File: config.mk
export PLATFORM = sky130hd
export DESIGN_NAME = btr_cfg_regs_flat
export DESIGN_NICKNAME = d
export VERILOG_FILES = /design/src/rtl/bitmap_text_renderer_clipped_defines.svh /design/src/rtl/btr_pkg.sv /design/src/rtl/btr_ifs.sv /design/src/rtl/btr_cfg_regs.sv /design/src/flat_wrapper.sv
export SDC_FILE = /design/constraint.sdc
export NUM_CORES = 1
export LEC_CHECK = 0
export ABC_AREA = 1
export BUFFER_PORTS_ARGS = -buffer_cell sky130_fd_sc_hd__buf_2
export CORE_MARGIN = 5
export CORE_UTILIZATION = 54
export DETAILED_ROUTE_END_ITERATION = 7
export GPL_ROUTABILITY_DRIVEN = 0
export PLACE_DENSITY = 0.9
export SYNTH_ARGS = -nofsm -noshare
export SYNTH_HDL_FRONTEND = slang
export SYNTH_SLANG_ARGS = --single-unit
File: constraint.sdc
create_clock -name i_clk -period 3.22 [get_ports i_clk]
set_input_delay 0.483 -clock i_clk [delete_from_list [all_inputs] [get_ports i_clk]]
set_output_delay 0.483 -clock i_clk [all_outputs]
set_load 0.01 [all_outputs]
File: src/rtl/bitmap_text_renderer_clipped_defines.svh
// Assertion macros of the character generator RTL.
// Depends on nothing; included by the modules that carry assertions.
`ifndef BITMAP_TEXT_RENDERER_CLIPPED_DEFINES_SVH
`define BITMAP_TEXT_RENDERER_CLIPPED_DEFINES_SVH

// Same-cycle implication, disabled while reset is low.
`define BTR_ASSERT_SAME(label, clk, rst_n, ante, cons, msg) \
    label: assert property (@(posedge clk) disable iff (!(rst_n)) (ante) |-> (cons)) \
        else $error(msg);

// Next-cycle implication, disabled while reset is low.
`define BTR_ASSERT_NEXT(label, clk, rst_n, ante, cons, msg) \
    label: assert property (@(posedge clk) disable iff (!(rst_n)) (ante) |=> (cons)) \
        else $error(msg);

`endif

File: src/rtl/btr_pkg.sv
// Shared constants, types and helpers of the 8x16 character generator.
// No dependencies; the other RTL files that use it refer to it by scoped names.
package btr_pkg;

    localparam int GlyphCount = 95;
    localparam int GlyphRows  = 16;
    localparam int GlyphCols  = 8;
    localparam int FontDepth  = GlyphCount * GlyphRows;
    localparam int FontAw     = $clog2(FontDepth);
    localparam int CoordW     = 13;
    localparam int CfgIdxW    = 4;
    localparam int CfgDataW   = 32;

    localparam logic [CfgIdxW-1:0] CfgOriginX    = 4'd0;
    localparam logic [CfgIdxW-1:0] CfgOriginY    = 4'd1;
    localparam logic [CfgIdxW-1:0] CfgClipLeft   = 4'd2;
    localparam logic [CfgIdxW-1:0] CfgClipTop    = 4'd3;
    localparam logic [CfgIdxW-1:0] CfgClipWidth  = 4'd4;
    localparam logic [CfgIdxW-1:0] CfgClipHeight = 4'd5;
    localparam logic [CfgIdxW-1:0] CfgDrawColor  = 4'd6;
    localparam logic [CfgIdxW-1:0] CfgWrapEnable = 4'd7;

    localparam logic ReqChar = 1'b0;
    localparam logic ReqFont = 1'b1;

    localparam logic [7:0] CharNewline  = 8'h0A;
    localparam logic [7:0] CharSpace    = 8'h20;
    localparam logic [7:0] CharQuestion = 8'h3F;
    localparam logic [7:0] CharTilde    = 8'h7E;

    typedef struct packed {
        logic [11:0]       origin_x;
        logic [11:0]       origin_y;
        logic [11:0]       clip_left;
        logic [11:0]       clip_top;
        logic [CoordW-1:0] clip_right;
        logic [CoordW-1:0] clip_bottom;
        logic [31:0]       draw_color;
        logic              wrap_enable;
    } t_cfg;

    typedef struct packed {
        logic [CoordW-1:0] x;
        logic [CoordW-1:0] y;
        logic [6:0]        glyph;
    } t_job;

    typedef struct packed {
        logic slot_free;
        logic font_free;
    } t_rg_status;

    // y + step, saturated at the largest coordinate.
    function automatic logic [CoordW-1:0] coord_add_sat(logic [CoordW-1:0] y, logic [5:0] step);
        logic [CoordW:0] s;
        s = {1'b0, y} + (CoordW + 1)'(step);
        return s[CoordW] ? {CoordW{1'b1}} : s[CoordW-1:0];
    endfunction

endpackage

File: src/rtl/btr_ifs.sv


interface btr_cfg_if;
    logic        valid;
    logic        ready;
    logic [3:0]  cfg_index;
    logic [31:0] cfg_data;

    modport source (output valid, cfg_index, cfg_data, input ready);
    modport sink (input valid, cfg_index, cfg_data, output ready);
endinterface

File: src/rtl/btr_cfg_regs.sv
// Configuration register bank with precomputed clip right and bottom edges.
// Depends on btr_pkg and btr_ifs.
module btr_cfg_regs (
    input  logic            i_clk,
    input  logic            i_rst_n,
    btr_cfg_if.sink         i_cfg,
    output btr_pkg::t_cfg   o_cfg
);

    logic [11:0] r_clip_width,  n_clip_width;
    logic [11:0] r_clip_height, n_clip_height;
    btr_pkg::t_cfg r_cfg, n_cfg;

    assign i_cfg.ready = 1'b1;

    always_comb begin
        n_cfg         = r_cfg;
        n_clip_width  = r_clip_width;
        n_clip_height = r_clip_height;
        if (i_cfg.valid) begin
            case (i_cfg.cfg_index)
                btr_pkg::CfgOriginX:    n_cfg.origin_x    = i_cfg.cfg_data[11:0];
                btr_pkg::CfgOriginY:    n_cfg.origin_y    = i_cfg.cfg_data[11:0];
                btr_pkg::CfgClipLeft:   n_cfg.clip_left   = i_cfg.cfg_data[11:0];
                btr_pkg::CfgClipTop:    n_cfg.clip_top    = i_cfg.cfg_data[11:0];
                btr_pkg::CfgClipWidth:  n_clip_width      = i_cfg.cfg_data[11:0];
                btr_pkg::CfgClipHeight: n_clip_height     = i_cfg.cfg_data[11:0];
                btr_pkg::CfgDrawColor:  n_cfg.draw_color  = i_cfg.cfg_data;
                btr_pkg::CfgWrapEnable: n_cfg.wrap_enable = i_cfg.cfg_data[0];
                default: ;
            endcase
        end
        // keep the edges in step with the fields they follow from
        n_cfg.clip_right  = {1'b0, n_cfg.clip_left} + {1'b0, n_clip_width};
        n_cfg.clip_bottom = {1'b0, n_cfg.clip_top} + {1'b0, n_clip_height};
    end

    always_ff @(posedge i_clk) begin
        if (!i_rst_n) begin
            r_cfg.origin_x    <= '0;
            r_cfg.origin_y    <= '0;
            r_cfg.clip_left   <= '0;
            r_cfg.clip_top    <= '0;
            r_cfg.clip_right  <= 13'd4095;
            r_cfg.clip_bottom <= 13'd4095;
            r_cfg.draw_color  <= 32'hFFFF_FFFF;
            r_cfg.wrap_enable <= 1'b0;
            r_clip_width      <= 12'd4095;
            r_clip_height     <= 12'd4095;
        end else begin
            r_cfg         <= n_cfg;
            r_clip_width  <= n_clip_width;
            r_clip_height <= n_clip_height;
        end
    end

    assign o_cfg = r_cfg;

endmodule

File: src/flat_wrapper.sv
// flat-port wrapper written by rule: the top's interface ports become plain ports
module btr_cfg_regs_flat 
  (i_clk, i_rst_n, o_cfg, i_cfg_valid, i_cfg_cfg_index, i_cfg_cfg_data, i_cfg_ready);
  btr_cfg_if i_cfg_i ();
  input  logic i_clk;
  input  logic i_rst_n;
  output btr_pkg::t_cfg o_cfg;
  input wire logic [$bits(i_cfg_i.valid)-1:0] i_cfg_valid;
  input wire logic [$bits(i_cfg_i.cfg_index)-1:0] i_cfg_cfg_index;
  input wire logic [$bits(i_cfg_i.cfg_data)-1:0] i_cfg_cfg_data;
  output wire logic [$bits(i_cfg_i.ready)-1:0] i_cfg_ready;
  assign i_cfg_i.valid = i_cfg_valid;
  assign i_cfg_i.cfg_index = i_cfg_cfg_index;
  assign i_cfg_i.cfg_data = i_cfg_cfg_data;
  assign i_cfg_ready = i_cfg_i.ready;
  btr_cfg_regs u_core (.i_clk(i_clk), .i_rst_n(i_rst_n), .i_cfg(i_cfg_i), .o_cfg(o_cfg));
endmodule
==> impl_metrics.csv <==
group,metric,value,unit
detailed_routing,vias,5934,
critical_path,slowest_delay,0.57,ns
cells_and_area,fillers,849,
cells_and_area,nets,1037,
place,place_ws,0.127,ns
detailed_routing,final_antenna_net_count,0,
synthesis,synth-main-ff-cell,"dfxtp_1",
sta,worst_slack,0.485,ns
grt,grt_pass1_wl,26.6,mm
synthesis,yosys-mux-area-fraction,0,
synthesis,ys.warnings.count,0,
critical_path,critPathRequiredTime,3.49,ns
critical_path,crit_path_max_fanout,10,
run,drv_cap,0,
critical_path,r2r-start,"u_core.r_clip_width[1]",
cts,cts_htree_levels,4,
sta,tightest_slew,0.948,ns
sta,fin_crit_sh,0.849,
outcome,status,"finished clean",
synthesis,syn_avg_cell_area,7.27,µm²
cts,cts-buffers-inserted,17,
synthesis,syn-instance-count,836,
synthesis,postSynth.asyncResetShare,0,
grt,antenna_found_initial,0,
sta,relSlewSlack,0.368,
place,dpl.hpwl,12.0,mm
critical_path,crit_arrival,3.01,ns
power,p_leak,4.00,nW
critical_path,end_kind,"flip-flop",
sta,clock.fmax,366,MHz
cells_and_area,seqCellArea,2620,µm²
cells_and_area,area_growth,24.0,%
synthesis,ys_top_cells_by_area,"dfxtp_1, nand2_1, inv_1",
synthesis,ys_ff_latch,131,
power,finalPower,4.24,mW
power,powerDensity,562,nW/µm²
detailed_routing,drcViolationCount,0,
synthesis,yosysUniqueCellTypes,36,
sta,rsz0062_at_grt,"false",
floorplanning,rows,38,
cts,cts.sinks,131,
sta,tns,0,ns
sta,slew_violations,0,
grt,grtUsageTotal,0.251,
cts,ctsLongestPathBuffers,2,
cts,cts-hold-fix-buffers,0,
floorplanning,start_util,0.556,
cts,root_buffer,"clkbuf_16",
synthesis,synth_fp_nets,895,
place,dpl-instance-area,6920,µm²
synthesis,synth_common_cells,"nand2_1, dfxtp_1, inv_1",
floorplanning,core-area,10900,µm²
cells_and_area,multi_input_area,2880,µm²
cts,clkSlewWorstSetupHoldPaths,0.06,ns
min_path,hold_start,"i_cfg_cfg_data[14]",
synthesis,synth_xor_area_frac,0.00576,
cts,insertion_delay,0.42,ns
grt,grt_pass1_vias,5634,
detailed_routing,drtIter0Drc,362,
critical_path,worst_path_max_delay_cell,"o21ai_0",
critical_path,crit_start,"i_cfg_cfg_index[2]",
sta,finClkSkew,0.00446,ns
power,ir_drop,0.000386,V
cells_and_area,final_cell_area,7540,µm²
critical_path,path_class,"primary input to flip-flop",
floorplanning,pin_count,147,
synthesis,synth_top_area_frac,0.431,
synthesis,synth-edff-count,0,
cells_and_area,drive_above_1_share,0.245,
cells_and_area,diodes,0,
synthesis,synth-seq-area-share,0.431,
synthesis,synth_top_area_cell,"dfxtp_1",
synthesis,synth_area,6080,µm²
place,io_buffers,145,
floorplanning,die_h,116,µm
cts,post_cts_buffers,0,
cells_and_area,fin_util,0.689,
synthesis,synth_compound_area_frac,0.141,
critical_path,cp_cell_sequence,"buf_2 -> inv_2 -> nor2_2 -> nand3_2 -> o21ai_0 -> inv_1 -> ha_1 -> nand2_1 -> o21ai_0 -> nand3_1 -> nand2_1 -> nand3_1 -> nand2_1 -> nand2_1 -> nand3_1 -> nand3_1",
grt,grt_max_degree,98,
detailed_routing,avgRoutedWirePerCell,14.9,µm
synthesis,synthSimpleGateAreaFrac,0.283,
critical_path,crit_path_start_kind,"primary input",
sta,hold_violations,0,
synthesis,synth_fa_ha_area_frac,0.0436,
floorplanning,die_x,116,µm
cts,cts_tree,"yes",
sta,period_needed,2.73,ns
synthesis,synth_top_family_by_area,"simple AND/OR/NAND/NOR gates",
detailed_routing,vias_per_cell,5.25,
synthesis,yosysMostFrequentCell,"nand2_1",
detailed_routing,wirelength,16.9,mm
grt,overflow,0,
min_path,hold_class,"primary input to flip-flop",
sta,setup_viol,0,
cts,ctsResizeCount,0,
floorplanning,die-area,13500,µm²
detailed_routing,first_pass_iters,5,
-- per-stage QoR --
stage	std cells	hold slack, ns
finish	1131	0.266
detailed placement	1099	0.433
floorplan	836	0.468
global placement	1099	0.431
CTS	1131	0.256
global route	1131	0.260
-- worst max-delay path: cells and delay by family --
kind	cells	cell delay [ns]
buffers and inverters	3	0.27
AND/OR/NAND/NOR	10	1.05
adder cells (fa/ha/maj)	1	0.29
AO/OA/AOI/OAI	2	0.92
-- final cells by class --
cell class / count / share of cell area
multi-input combinational: 558 / 0.382
sequential: 131 / 0.348
timing repair buffer: 157 / 0.108
clock buffer: 18 / 0.0583
inverter: 113 / 0.0565
clock inverter: 14 / 0.0239
tap: 140 / 0.0232
-- path summary, 6_finish.rpt --
path,endpoint,slack (ns),cells after the start
min reg2reg,u_core.o_cfg[105],0.44,2
min,u_core.o_cfg[15],0.27,3
max reg2reg,u_core.o_cfg[55],0.85,13
max,u_core.o_cfg[55],0.49,16
-- cell families (layout without fill, tap and decap cells) --
| group | after synthesis | count (layout) |
|---|---|---|
| XOR/XNOR | 4 | 4 |
| flip-flops | 131 | 131 |
| other | 1 | 1 |
| buffers and inverters | 147 | 302 |
| AO/OA/AOI/OAI | 149 | 149 |
| adder cells (fa/ha/maj) | 20 | 20 |
| AND/OR/NAND/NOR | 384 | 384 |
-- placed cells by master, fill, tap and decap left out, types with 4 or more instances in the layout --
| cell type | synthesis | layout |
|---|---|---|
| nand2_1 | 232 | 232 |
| buf_2 | 2 | 145 |
| dfxtp_1 | 131 | 131 |
| inv_1 | 109 | 109 |
| nand3_1 | 57 | 57 |
| a21oi_1 | 49 | 49 |
| o21ai_0 | 48 | 48 |
| nor2_1 | 28 | 28 |
| or2_2 | 21 | 21 |
| ha_1 | 18 | 18 |
| clkbuf_16 | 0 | 17 |
| o21a_1 | 16 | 16 |
| nand2_2 | 14 | 14 |
| o211ai_1 | 12 | 12 |
| buf_4 | 4 | 12 |
| nand4_1 | 10 | 10 |
| a211oi_1 | 10 | 10 |
| nor2_2 | 8 | 8 |
| o21ai_1 | 7 | 7 |
| clkinv_4 | 0 | 6 |
| nor3_1 | 4 | 4 |
| xor2_1 | 4 | 4 |
-- routing by layer --
metal  GRT usage  vias up  routed length [µm]
li1            -     2968                   -
met1       0.278     2668                6520
met2       0.448      252                8140
met3      0.0642       46                1600
met4       0.123        0                 602
met5           0        -                   0
-- sequential cells by signal, summed over array words and instances (netlist names) --
name,flops
u_core.o_cfg,107
u_core.r_clip_width,12
u_core.r_clip_height,12
-- power by group --
part | switching [mW] | internal, mW
registers | 0.0217 | 1.69
clock network | 0.760 | 1.25
logic | 0.334 | 0.185
total | 1.12 | 3.12
No activity file was read; power rests on OpenSTA's default activity.
