$ cat config.mk
export PLATFORM = sky130hd
export DESIGN_NAME = btr_cursor
export DESIGN_NICKNAME = d
export VERILOG_FILES = /design/src/rtl/bitmap_text_renderer_clipped_defines.svh /design/src/rtl/btr_pkg.sv /design/src/rtl/btr_cursor.sv
export SDC_FILE = /design/constraint.sdc
export NUM_CORES = 1
export LEC_CHECK = 0
export BUFFER_PORTS_ARGS = -buffer_cell sky130_fd_sc_hd__buf_2
export CAP_MARGIN = 5
export CORE_MARGIN = 2
export CORE_UTILIZATION = 48
export CTS_CLUSTER_DIAMETER = 120
export CTS_CLUSTER_SIZE = 14
export DETAILED_ROUTE_END_ITERATION = 16
export PLACE_DENSITY = 0.82
export SYNTH_ARGS = -nofsm -noshare
export SYNTH_HDL_FRONTEND = slang
export SYNTH_SLANG_ARGS = --single-unit
$ cat constraint.sdc
create_clock -name i_clk -period 8.37 [get_ports i_clk]
set_input_delay 1.674 -clock i_clk [delete_from_list [all_inputs] [get_ports i_clk]]
set_output_delay 1.674 -clock i_clk [all_outputs]
set_load 0.05 [all_outputs]
$ cat src/rtl/bitmap_text_renderer_clipped_defines.svh
// Assertion macros of the character generator RTL.
// Depends on nothing; included by the modules that carry assertions.
`ifndef BITMAP_TEXT_RENDERER_CLIPPED_DEFINES_SVH
`define BITMAP_TEXT_RENDERER_CLIPPED_DEFINES_SVH

// Same-cycle implication, disabled while reset is low.
`define BTR_ASSERT_SAME(label, clk, rst_n, ante, cons, msg) \
    label: assert property (@(posedge clk) disable iff (!(rst_n)) (ante) |-> (cons)) \
        else $error(msg);

// Next-cycle implication, disabled while reset is low.
`define BTR_ASSERT_NEXT(label, clk, rst_n, ante, cons, msg) \
    label: assert property (@(posedge clk) disable iff (!(rst_n)) (ante) |=> (cons)) \
        else $error(msg);

`endif

$ cat src/rtl/btr_pkg.sv
// Shared constants, types and helpers of the 8x16 character generator.
// No dependencies; the other RTL files that use it refer to it by scoped names.
package btr_pkg;

    localparam int GlyphCount = 95;
    localparam int GlyphRows  = 16;
    localparam int GlyphCols  = 8;
    localparam int FontDepth  = GlyphCount * GlyphRows;
    localparam int FontAw     = $clog2(FontDepth);
    localparam int CoordW     = 13;
    localparam int CfgIdxW    = 4;
    localparam int CfgDataW   = 32;

    localparam logic [CfgIdxW-1:0] CfgOriginX    = 4'd0;
    localparam logic [CfgIdxW-1:0] CfgOriginY    = 4'd1;
    localparam logic [CfgIdxW-1:0] CfgClipLeft   = 4'd2;
    localparam logic [CfgIdxW-1:0] CfgClipTop    = 4'd3;
    localparam logic [CfgIdxW-1:0] CfgClipWidth  = 4'd4;
    localparam logic [CfgIdxW-1:0] CfgClipHeight = 4'd5;
    localparam logic [CfgIdxW-1:0] CfgDrawColor  = 4'd6;
    localparam logic [CfgIdxW-1:0] CfgWrapEnable = 4'd7;

    localparam logic ReqChar = 1'b0;
    localparam logic ReqFont = 1'b1;

    localparam logic [7:0] CharNewline  = 8'h0A;
    localparam logic [7:0] CharSpace    = 8'h20;
    localparam logic [7:0] CharQuestion = 8'h3F;
    localparam logic [7:0] CharTilde    = 8'h7E;

    typedef struct packed {
        logic [11:0]       origin_x;
        logic [11:0]       origin_y;
        logic [11:0]       clip_left;
        logic [11:0]       clip_top;
        logic [CoordW-1:0] clip_right;
        logic [CoordW-1:0] clip_bottom;
        logic [31:0]       draw_color;
        logic              wrap_enable;
    } t_cfg;

    typedef struct packed {
        logic [CoordW-1:0] x;
        logic [CoordW-1:0] y;
        logic [6:0]        glyph;
    } t_job;

    typedef struct packed {
        logic slot_free;
        logic font_free;
    } t_rg_status;

    // y + step, saturated at the largest coordinate.
    function automatic logic [CoordW-1:0] coord_add_sat(logic [CoordW-1:0] y, logic [5:0] step);
        logic [CoordW:0] s;
        s = {1'b0, y} + (CoordW + 1)'(step);
        return s[CoordW] ? {CoordW{1'b1}} : s[CoordW-1:0];
    endfunction

endpackage

$ cat src/rtl/btr_cursor.sv
// Text cursor: origin reset, newline, wrap and stop logic; issues glyph jobs.
// Depends on btr_pkg.
module btr_cursor #(
    parameter int SCREEN_COLUMNS = 480
) (
    input  logic                        i_clk,
    input  logic                        i_rst_n,
    input  logic                        i_accept,
    input  logic [7:0]                  i_code,
    input  logic                        i_first,
    input  btr_pkg::t_cfg               i_cfg,
    output logic                        o_load,
    output btr_pkg::t_job               o_job
);

    localparam logic [btr_pkg::CoordW-1:0] ScreenCols = btr_pkg::CoordW'(SCREEN_COLUMNS);

    logic [btr_pkg::CoordW-1:0] r_cx, n_cx;
    logic [btr_pkg::CoordW-1:0] r_cy, n_cy;
    logic                       r_stop, n_stop;
    logic [btr_pkg::CoordW-1:0] cx0, cy0, cx_step, ox, cy_a, cy_b;
    logic                       stop0, wrap1, wrap2, printable;
    logic [7:0]                 code_sel;

    always_comb begin
        ox        = {1'b0, i_cfg.origin_x};
        cx0       = i_first ? ox : r_cx;
        cy0       = i_first ? {1'b0, i_cfg.origin_y} : r_cy;
        stop0     = i_first ? 1'b0 : r_stop;
        printable = i_code inside {[btr_pkg::CharSpace:btr_pkg::CharTilde]};
        code_sel  = printable ? i_code : btr_pkg::CharQuestion;
        cx_step   = cx0 + btr_pkg::CoordW'(btr_pkg::GlyphCols);
        wrap1     = cx_step > ScreenCols;
        wrap2     = i_cfg.wrap_enable &&
                    (wrap1 ? (ox >= i_cfg.clip_right) : (cx_step >= i_cfg.clip_right));
        cy_a      = btr_pkg::coord_add_sat(cy0, 6'(btr_pkg::GlyphRows));
        cy_b      = btr_pkg::coord_add_sat(cy0, 6'(2 * btr_pkg::GlyphRows));

        o_load    = 1'b0;
        o_job.x   = cx0;
        o_job.y   = cy0;
        o_job.glyph = 7'(code_sel - btr_pkg::CharSpace);

        n_cx   = r_cx;
        n_cy   = r_cy;
        n_stop = r_stop;
        if (i_accept) begin
            n_cx   = cx0;
            n_cy   = cy0;
            n_stop = stop0;
            if (!stop0) begin
                if (i_code == btr_pkg::CharNewline) begin
                    n_cx = ox;
                    n_cy = cy_a;
                end else begin
                    o_load = 1'b1;
                    n_cx   = (wrap1 || wrap2) ? ox : cx_step;
                    n_cy   = (wrap1 && wrap2) ? cy_b : ((wrap1 || wrap2) ? cy_a : cy0);
                    n_stop = n_cy > i_cfg.clip_bottom;
                end
            end
        end
    end

    always_ff @(posedge i_clk) begin
        if (!i_rst_n) begin
            r_cx   <= '0;
            r_cy   <= '0;
            r_stop <= 1'b0;
        end else begin
            r_cx   <= n_cx;
            r_cy   <= n_cy;
            r_stop <= n_stop;
        end
    end

endmodule

==> results.ini, run 1 <==
[outcome]
run_status = finished clean

[logic_synthesis]
synthesis.area_um2 = 3320
asyncSetResetFlopFracSynth_pct = 0
syn_nets = 585
synth.avg_cell_area_um2 = 7.78
synth_cell_type_count = 67
synth_edf_count = 0
flip_flop_and_latch_count_after_synthesis = 27
synthCells = 427
synth_warnings = 0
synth.yosys.seq_area_share_pct = 16.3
synth_top_flop_cell = sky130_fd_sc_hd__dfxtp_1

[cells_and_area]
area.sequential_um2 = 541
filler_cell_count = 655
layout_common_cells = sky130_fd_sc_hd__buf_2 (96), sky130_fd_sc_hd__inv_1 (47), sky130_fd_sc_hd__ha_1 (39)
num_antenna_cells = 0
multi_input_comb_area_um2 = 2530
layout-area-overhead-vs-synth_pct = 17.3
nets = 674
layout.cells.most_common = sky130_fd_sc_hd__buf_2
final_layout_size_suffix_gt1_share_pct = 24.9
final_non_filler_cell_area_um2 = 3900

[sta]
max_slew_margin_vs_limit_pct = 37.0
rsz0062_at_grt = no
maxSlewViolCount = 0
timing.final.hold_violations = 0
max_freq_ghz = 0.145
setup_viol = 0
timing.setup.tns_ns = 0
minimum_period_implied_by_the_final_worst_setup_slack_ns = 6.92
final_min_period_over_clock_period_pct = 82.6
finClkSkew_ns = 0.00814
worstMarginPinSlew_ns = 0.945
worst_slack_ns = 1.45

[grt]
grt_first_pass_wirelength_um = 15100
grt.busiest_layer = met2
grt_remaining_overflow = 0
initial_antenna_violation_count = 0
grt_util_all_layers_pct = 24.3
vias_in_the_first_global_route = 3352
use_met1_pct = 31.3
grtUsageMet2_pct = 43.0
use_met3_pct = 2.75
maximum_number_of_pins_on_one_net_before_global_route_repair = 42

[clock_network]
tritoncts = done
cts_inserted_buffers = 3
post_cts_buffers = 0
cts.sink_count = 27
clock_tree.root_cell = sky130_fd_sc_hd__clkbuf_8
clock_edge_transition_at_the_registers_on_the_reported_setup_and_hold_paths_ns = 0.10
cts.repair.resized = 0
cts_hold_repair.buffers = 0
cts_max_level = 1
cts.path.max_buffers = 2
clock_insertion_delay_worst_skew_ns = 0.29

[power]
power_switching_mw = 0.213
power.clock.fraction_pct = 16.9
power.share.switching_pct = 44.8
share_comb_of_total_power_pct = 52.3
peakVddDrop_mv = 0.0684
total_leakage_power_nw = 1.98
power.density_nw_per_um2 = 122
cellInternalPower_mw = 0.262
sequentialPowerShare_pct = 30.9

[floorplan]
initial_utilization_pct = 49.2
core-area_um2 = 6760
core.rowCount = 30
io-pin-count = 153
die_y_um = 87.2
fp.dieW_um = 87.2
die-area_um2 = 7600

[setup_path]
required_ns = 8.55
cp_launch_type = primary input
cp_cell_sequence = buf_2 -> nand4_1 -> a222oi_1 -> nand3_1 -> xor2_1 -> inv_1 -> ha_1 -> and3_1 -> o21ai_0 -> a31oi_4 -> nor2_2 -> o21ai_0 -> a31oi_1 -> inv_1 -> ha_1 -> a21o_1 -> a21o_1 -> a21oi_1 -> o21ai_0 -> a21o_1 -> a21oi_1 -> o211ai_1
cpPeakStageDelay_ns = 0.70
critPathMaxFanout = 41
worst_path_max_delay_cell = sky130_fd_sc_hd__buf_2
crit_path_dat_ns = 7.10
cp_top_family = compound AO/OA/AOI/OAI gates
path_class = primary input to flip-flop
setup.worst_path.end_class = flip-flop
timing.critical_path.buf_inv = 3

[drt]
vias = 3584
dr.pass1.iters = 6
detail_route.iter0.violations = 179
remaining_drc_errors = 0
routed_via_density = 6.02
totalWireLength_um = 9370
route.detailed.wl_per_inst_um = 15.7
route.antenna.remaining_nets = 0

[placement]
place_area_um2 = 3850
globalplace.congestion = 0.903
place.detailed.hpwl_um = 7460
preCtsSetupSlack_ns = 1.25
port_buffers = 96

[run]
timing.max_cap.violations = 0

[worst_hold_path]
hold_class = flip-flop to flip-flop

-- area by class of cell --
type	instances	share of cell area (%)
Clock buffer	3	1.06
Tap cell	80	2.57
Sequential cell	27	13.9
Timing Repair Buffer	99	12.9
Inverter	47	4.53
Clock inverter	1	0.193
Multi-Input combinational cell	338	64.9
-- power by group through the flow --
stage / clock [mW] / sequential, mW / combinational [mW]
global route: 0.0856 / 0.148 / 0.271
CTS: 0.0810 / 0.147 / 0.248
detailed placement: 0 / 0.149 / 0.246
finish: 0.0802 / 0.147 / 0.249
floorplan: 0 / 0.147 / 0.183
global placement: 0 / 0.149 / 0.239
-- metal layers --
layer | up-vias | routed length (µm)
met3 | 20 | 689
met4 | 0 | 150
met5 | - | 0
met1 | 1679 | 4010
met2 | 141 | 4510
li1 | 1744 | -
-- worst reg2reg max path, cell delays in order (launching register included) --
cell	delay (ns)
sky130_fd_sc_hd__dfxtp_1	0.39
sky130_fd_sc_hd__nand4b_1	0.18
sky130_fd_sc_hd__a222oi_1	0.58
sky130_fd_sc_hd__nand3_1	0.17
sky130_fd_sc_hd__xor2_1	0.36
sky130_fd_sc_hd__inv_1	0.09
sky130_fd_sc_hd__ha_1	0.28
sky130_fd_sc_hd__and3_1	0.17
sky130_fd_sc_hd__o21ai_0	0.33
sky130_fd_sc_hd__a31oi_4	0.14
sky130_fd_sc_hd__nor2_2	0.37
sky130_fd_sc_hd__o21ai_0	0.15
sky130_fd_sc_hd__a31oi_1	0.25
sky130_fd_sc_hd__inv_1	0.08
sky130_fd_sc_hd__ha_1	0.29
sky130_fd_sc_hd__a21o_1	0.17
sky130_fd_sc_hd__a21o_1	0.17
sky130_fd_sc_hd__a21oi_1	0.24
sky130_fd_sc_hd__o21ai_0	0.13
sky130_fd_sc_hd__a21o_1	0.20
sky130_fd_sc_hd__a21oi_1	0.17
sky130_fd_sc_hd__o211ai_1	0.11
-- cells in the mapped netlist (all sizes together) (9+ instances only) --
cell / number / area share [%]
nor2b: 10 / 1.9
xnor2: 10 / 2.6
nor3: 10 / 2.0
mux2i: 23 / 6.9
mux2: 12 / 4.1
inv: 47 / 5.3
nor2: 23 / 2.7
nand2: 39 / 4.5
a21oi: 17 / 2.6
nand3: 20 / 3.5
dfxtp: 27 / 16
o211ai: 9 / 2.0
ha: 39 / 15
o21ai: 21 / 3.5
-- through the flow --
stage / power (mW) / hold WS (ns) / instances / utilization, %
floorplan: 0.331 / 0.433 / 427 / -
global placement: 0.388 / 0.442 / 591 / 57.0
detailed placement: 0.396 / 0.449 / 591 / 57.0
CTS: 0.475 / 0.465 / 595 / 57.7
global route: 0.505 / 0.496 / 595 / 57.7
finish: 0.476 / 0.467 / 595 / 57.7
-- state kept, by name (all words and copies together), names as in the netlist --
name,count
r_cx,13
r_cy,13
r_stop,1
-- cell families after synthesis --
family	after synthesis	synth area share, %
AO/OA/AOI/OAI	103	22.8
XOR/XNOR	13	3.43
adder cells (fa/ha/maj)	39	14.7
buffers and inverters	62	7.72
flip-flops	27	16.3
multiplexers	35	11.0
AND/OR/NAND/NOR	148	24.1
-- path summary, 6_finish.rpt --
| kind | start | endpoint | slack, ns | depth (start not counted) |
|---|---|---|---|---|
| hold / removal | r_cy[5] | r_cy[5] | 0.47 | 2 |
| setup reg to reg | r_cx[3] | r_stop | 3.27 | 21 |
| setup / recovery | i_first | r_stop | 1.45 | 22 |
| hold reg to reg | r_cy[5] | r_cy[5] | 0.47 | 2 |
Power figures use the tool's default switching activity.
==> inputs of run 2 (changes only) <==
--- a/config.mk
+++ b/config.mk
@@ -5,14 +5,15 @@
 export SDC_FILE = /design/constraint.sdc
 export NUM_CORES = 1
 export LEC_CHECK = 0
+export ABC_AREA = 1
 export BUFFER_PORTS_ARGS = -buffer_cell sky130_fd_sc_hd__buf_2
 export CAP_MARGIN = 5
 export CORE_MARGIN = 2
-export CORE_UTILIZATION = 48
+export CORE_UTILIZATION = 44
 export CTS_CLUSTER_DIAMETER = 120
 export CTS_CLUSTER_SIZE = 14
 export DETAILED_ROUTE_END_ITERATION = 16
-export PLACE_DENSITY = 0.82
+export PLACE_DENSITY = 0.78
 export SYNTH_ARGS = -nofsm -noshare
 export SYNTH_HDL_FRONTEND = slang
 export SYNTH_SLANG_ARGS = --single-unit
==> constraint.sdc (replaced) <==
create_clock -name i_clk -period 5.73 [get_ports i_clk]
set_input_delay 1.146 -clock i_clk [delete_from_list [all_inputs] [get_ports i_clk]]
set_output_delay 1.146 -clock i_clk [all_outputs]
set_load 0.05 [all_outputs]
==> run 2 against run 1 <==
  * Combinational power is 61% higher
  * Cell area is 6.0% higher
  * Cell count is 27% higher
  * Critical path type unchanged
  * Critical endpoint unchanged
  * Largest power group unchanged
  * Highest routed layer unchanged
==> results.ini, run 2 <==
[setup_path]
crit_path_start = i_first
setup.worst_path.end_class = flip-flop
cp_launch_type = primary input
reg2reg_setup_slack_ns = 1.21
crit_path_frequent_cell = sky130_fd_sc_hd__nand2_1
path_class = primary input to flip-flop
worst_path_max_delay_cell = sky130_fd_sc_hd__ha_1
required_ns = 5.87
regToRegStartpoint = r_cx[3]
critPathMaxFanout = 16
crit_path_dat_ns = 5.42
cpPeakStageDelay_ns = 0.30
worstRegToRegCells = 31
r2r-end = r_stop

[power]
power.density_nw_per_um2 = 177
total_leakage_power_nw = 2.25
sequentialPowerShare_pct = 29.1
power.share.switching_pct = 46.9
cellInternalPower_mw = 0.388
power.clock.fraction_pct = 15.8
share_comb_of_total_power_pct = 55.1
peakVddDrop_mv = 0.0987
power_switching_mw = 0.343

[clock_network]
cts.path.max_buffers = 2
tritoncts = done
cts.sink_count = 27
clock_tree.root_cell = sky130_fd_sc_hd__clkbuf_8
cts_inserted_buffers = 3
cts_hold_repair.buffers = 0
clock_edge_transition_at_the_registers_on_the_reported_setup_and_hold_paths_ns = 0.10
cts_max_level = 1
clock_insertion_delay_worst_skew_ns = 0.28

[logic_synthesis]
asyncSetResetFlopFracSynth_pct = 0
synth.yosys.seq_area_share_pct = 15.5
synthesis.area_um2 = 3480
flip_flop_and_latch_count_after_synthesis = 27
synth_cell_type_count = 43
synth_top_flop_cell = sky130_fd_sc_hd__dfxtp_1
synth_top_cell_by_area = sky130_fd_sc_hd__dfxtp_1
synth_warnings = 0
post-synth-top-count-cell = sky130_fd_sc_hd__nand2_1
synth.top_cells.by_count = sky130_fd_sc_hd__nand2_1 (133), sky130_fd_sc_hd__inv_1 (94), sky130_fd_sc_hd__nand3_1 (51)
yosys.area.top_type_share_pct = 15.5
syn_nets = 718
synth_edf_count = 0
synth.avg_cell_area_um2 = 6.22
synthCells = 560
synth.top_cells.by_area = sky130_fd_sc_hd__dfxtp_1 (16%), sky130_fd_sc_hd__nand2_1 (14%), sky130_fd_sc_hd__ha_1 (14%), sky130_fd_sc_hd__inv_1 (10%), sky130_fd_sc_hd__nand3_1 (7.3%)

[sta]
setup_viol = 0
final_min_period_over_clock_period_pct = 92.0
timing.setup.tns_ns = 0
max_slew_margin_vs_limit_pct = 36.4
rsz0062_at_grt = no
finClkSkew_ns = 0.00253
max_freq_ghz = 0.190
maxSlewViolCount = 0
timing.final.hold_violations = 0
hold_slack_ns = 0.474
minimum_period_implied_by_the_final_worst_setup_slack_ns = 5.27
worstMarginPinSlew_ns = 0.945

[cells_and_area]
filler_cell_count = 784
multi_input_comb_area_um2 = 2490
layout.cells.most_common = sky130_fd_sc_hd__nand2_1
layout_common_cells = sky130_fd_sc_hd__nand2_1 (133), sky130_fd_sc_hd__buf_2 (96), sky130_fd_sc_hd__inv_1 (94)
area.sequential_um2 = 541
nets = 815
layout_top_registers = r_cx: 13 flops, r_cy: 13 flops, r_stop: 1 flops
final_layout_size_suffix_gt1_share_pct = 24.1
layout-area-overhead-vs-synth_pct = 18.7
num_antenna_cells = 0
layout.core_utilization_pct = 53.8

[grt]
grt_remaining_overflow = 0
initial_antenna_violation_count = 0
vias_in_the_first_global_route = 3816
maximum_number_of_pins_on_one_net_before_global_route_repair = 22
grt_first_pass_wirelength_um = 16900
grt_util_all_layers_pct = 23.6

[floorplan]
io-pin-count = 153
die_y_um = 92.9
initial_utilization_pct = 45.3
core.rowCount = 32
die-area_um2 = 8640
fp.dieW_um = 92.9
core-area_um2 = 7690

[drt]
route.antenna.remaining_nets = 0
dr.pass1.iters = 5
vias = 4006
remaining_drc_errors = 0
totalWireLength_um = 10200
routed_via_density = 5.28
route.detailed.wl_per_inst_um = 13.4
detail_route.iter0.violations = 300

[placement]
place.detailed.hpwl_um = 8150
port_buffers = 96
globalplace.congestion = 0.899

[worst_hold_path]
hold_class = flip-flop to flip-flop
min_path_cells = 2
hold-path-endpoint = r_cx[9]
holdCritStartpoint = r_cx[9]

[run]
timing.max_cap.violations = 0

[outcome]
run_status = finished clean

-- run 2: routing by layer --
layer	track usage (%)	up-vias	share of wire, %
met2	41.7	177	48
li1	-	2044	-
met3	2.20	20	7.4
met5	0	-	0
met1	30.4	1765	43
met4	6.62	0	1.8
-- run 2: what timing repair did --
item / CTS / global route
endpoints found under the setup margin: 0 / 1
gates resized for setup: 0 / 4
buffers inserted: 0 / 0
-- run 2: cells by family (layout without fill, tap and decap cells) --
kind of cell | count (synthesis) | count (layout) | synth area share [%]
adders and majority gates | 39 | 39 | 14.0
AOI/OAI and AO/OA | 95 | 95 | 17.4
xor gates and xnor gates | 9 | 9 | 2.48
DFF | 27 | 27 | 15.5
buffers and inverters | 112 | 208 | 13.3
and+or+nand+nor | 278 | 278 | 37.3
-- run 2: power by group through the flow --
stage	logic, mW	clock network, mW	registers [mW]
after floorplan	0.295	0	0.214
after global placement	0.386	0	0.216
after detailed placement	0.398	0	0.216
after CTS	0.399	0.116	0.212
after global routing	0.447	0.123	0.214
final	0.402	0.115	0.213
-- run 2: worst max path at each step --
stage          slack (ns)  cells after the start     end
6_report             0.46                     32  r_stop
5_1_grt              0.03                     34  r_stop
4_1_cts              0.39                     33  r_stop
3_5_place_dp         0.09                     33  r_stop
3_3_place_gp         0.17                     32  r_stop
2_1_floorplan        0.17                     33  r_stop
-- run 2: through the flow --
step,power [mW],cells,setup WS (ns),area (µm²)
finish,0.730,758,0.456,4130
floorplan,0.509,560,0.170,3480
CTS,0.727,758,0.385,4120
global placement,0.601,754,0.169,4070
global route,0.785,758,0.0273,4130
detailed placement,0.614,754,0.0925,4070
-- run 2: final cells by class --
type | instances | share of cell area (%)
inverter | 98 | 8.90
tap | 102 | 3.09
timing repair buffer | 106 | 13.6
sequential | 27 | 13.1
clock buffer | 3 | 0.999
multi-input combinational | 421 | 60.2
clock inverter | 1 | 0.121
-- run 2: critical path: cells and delay by family --
| family | cells | cell delay (ns) |
|---|---|---|
| XOR/XNOR | 1 | 0.25 |
| AO/OA/AOI/OAI | 6 | 0.89 |
| buffers and inverters | 3 | 0.43 |
| AND/OR/NAND/NOR | 19 | 1.90 |
| adder cells (fa/ha/maj) | 3 | 0.80 |
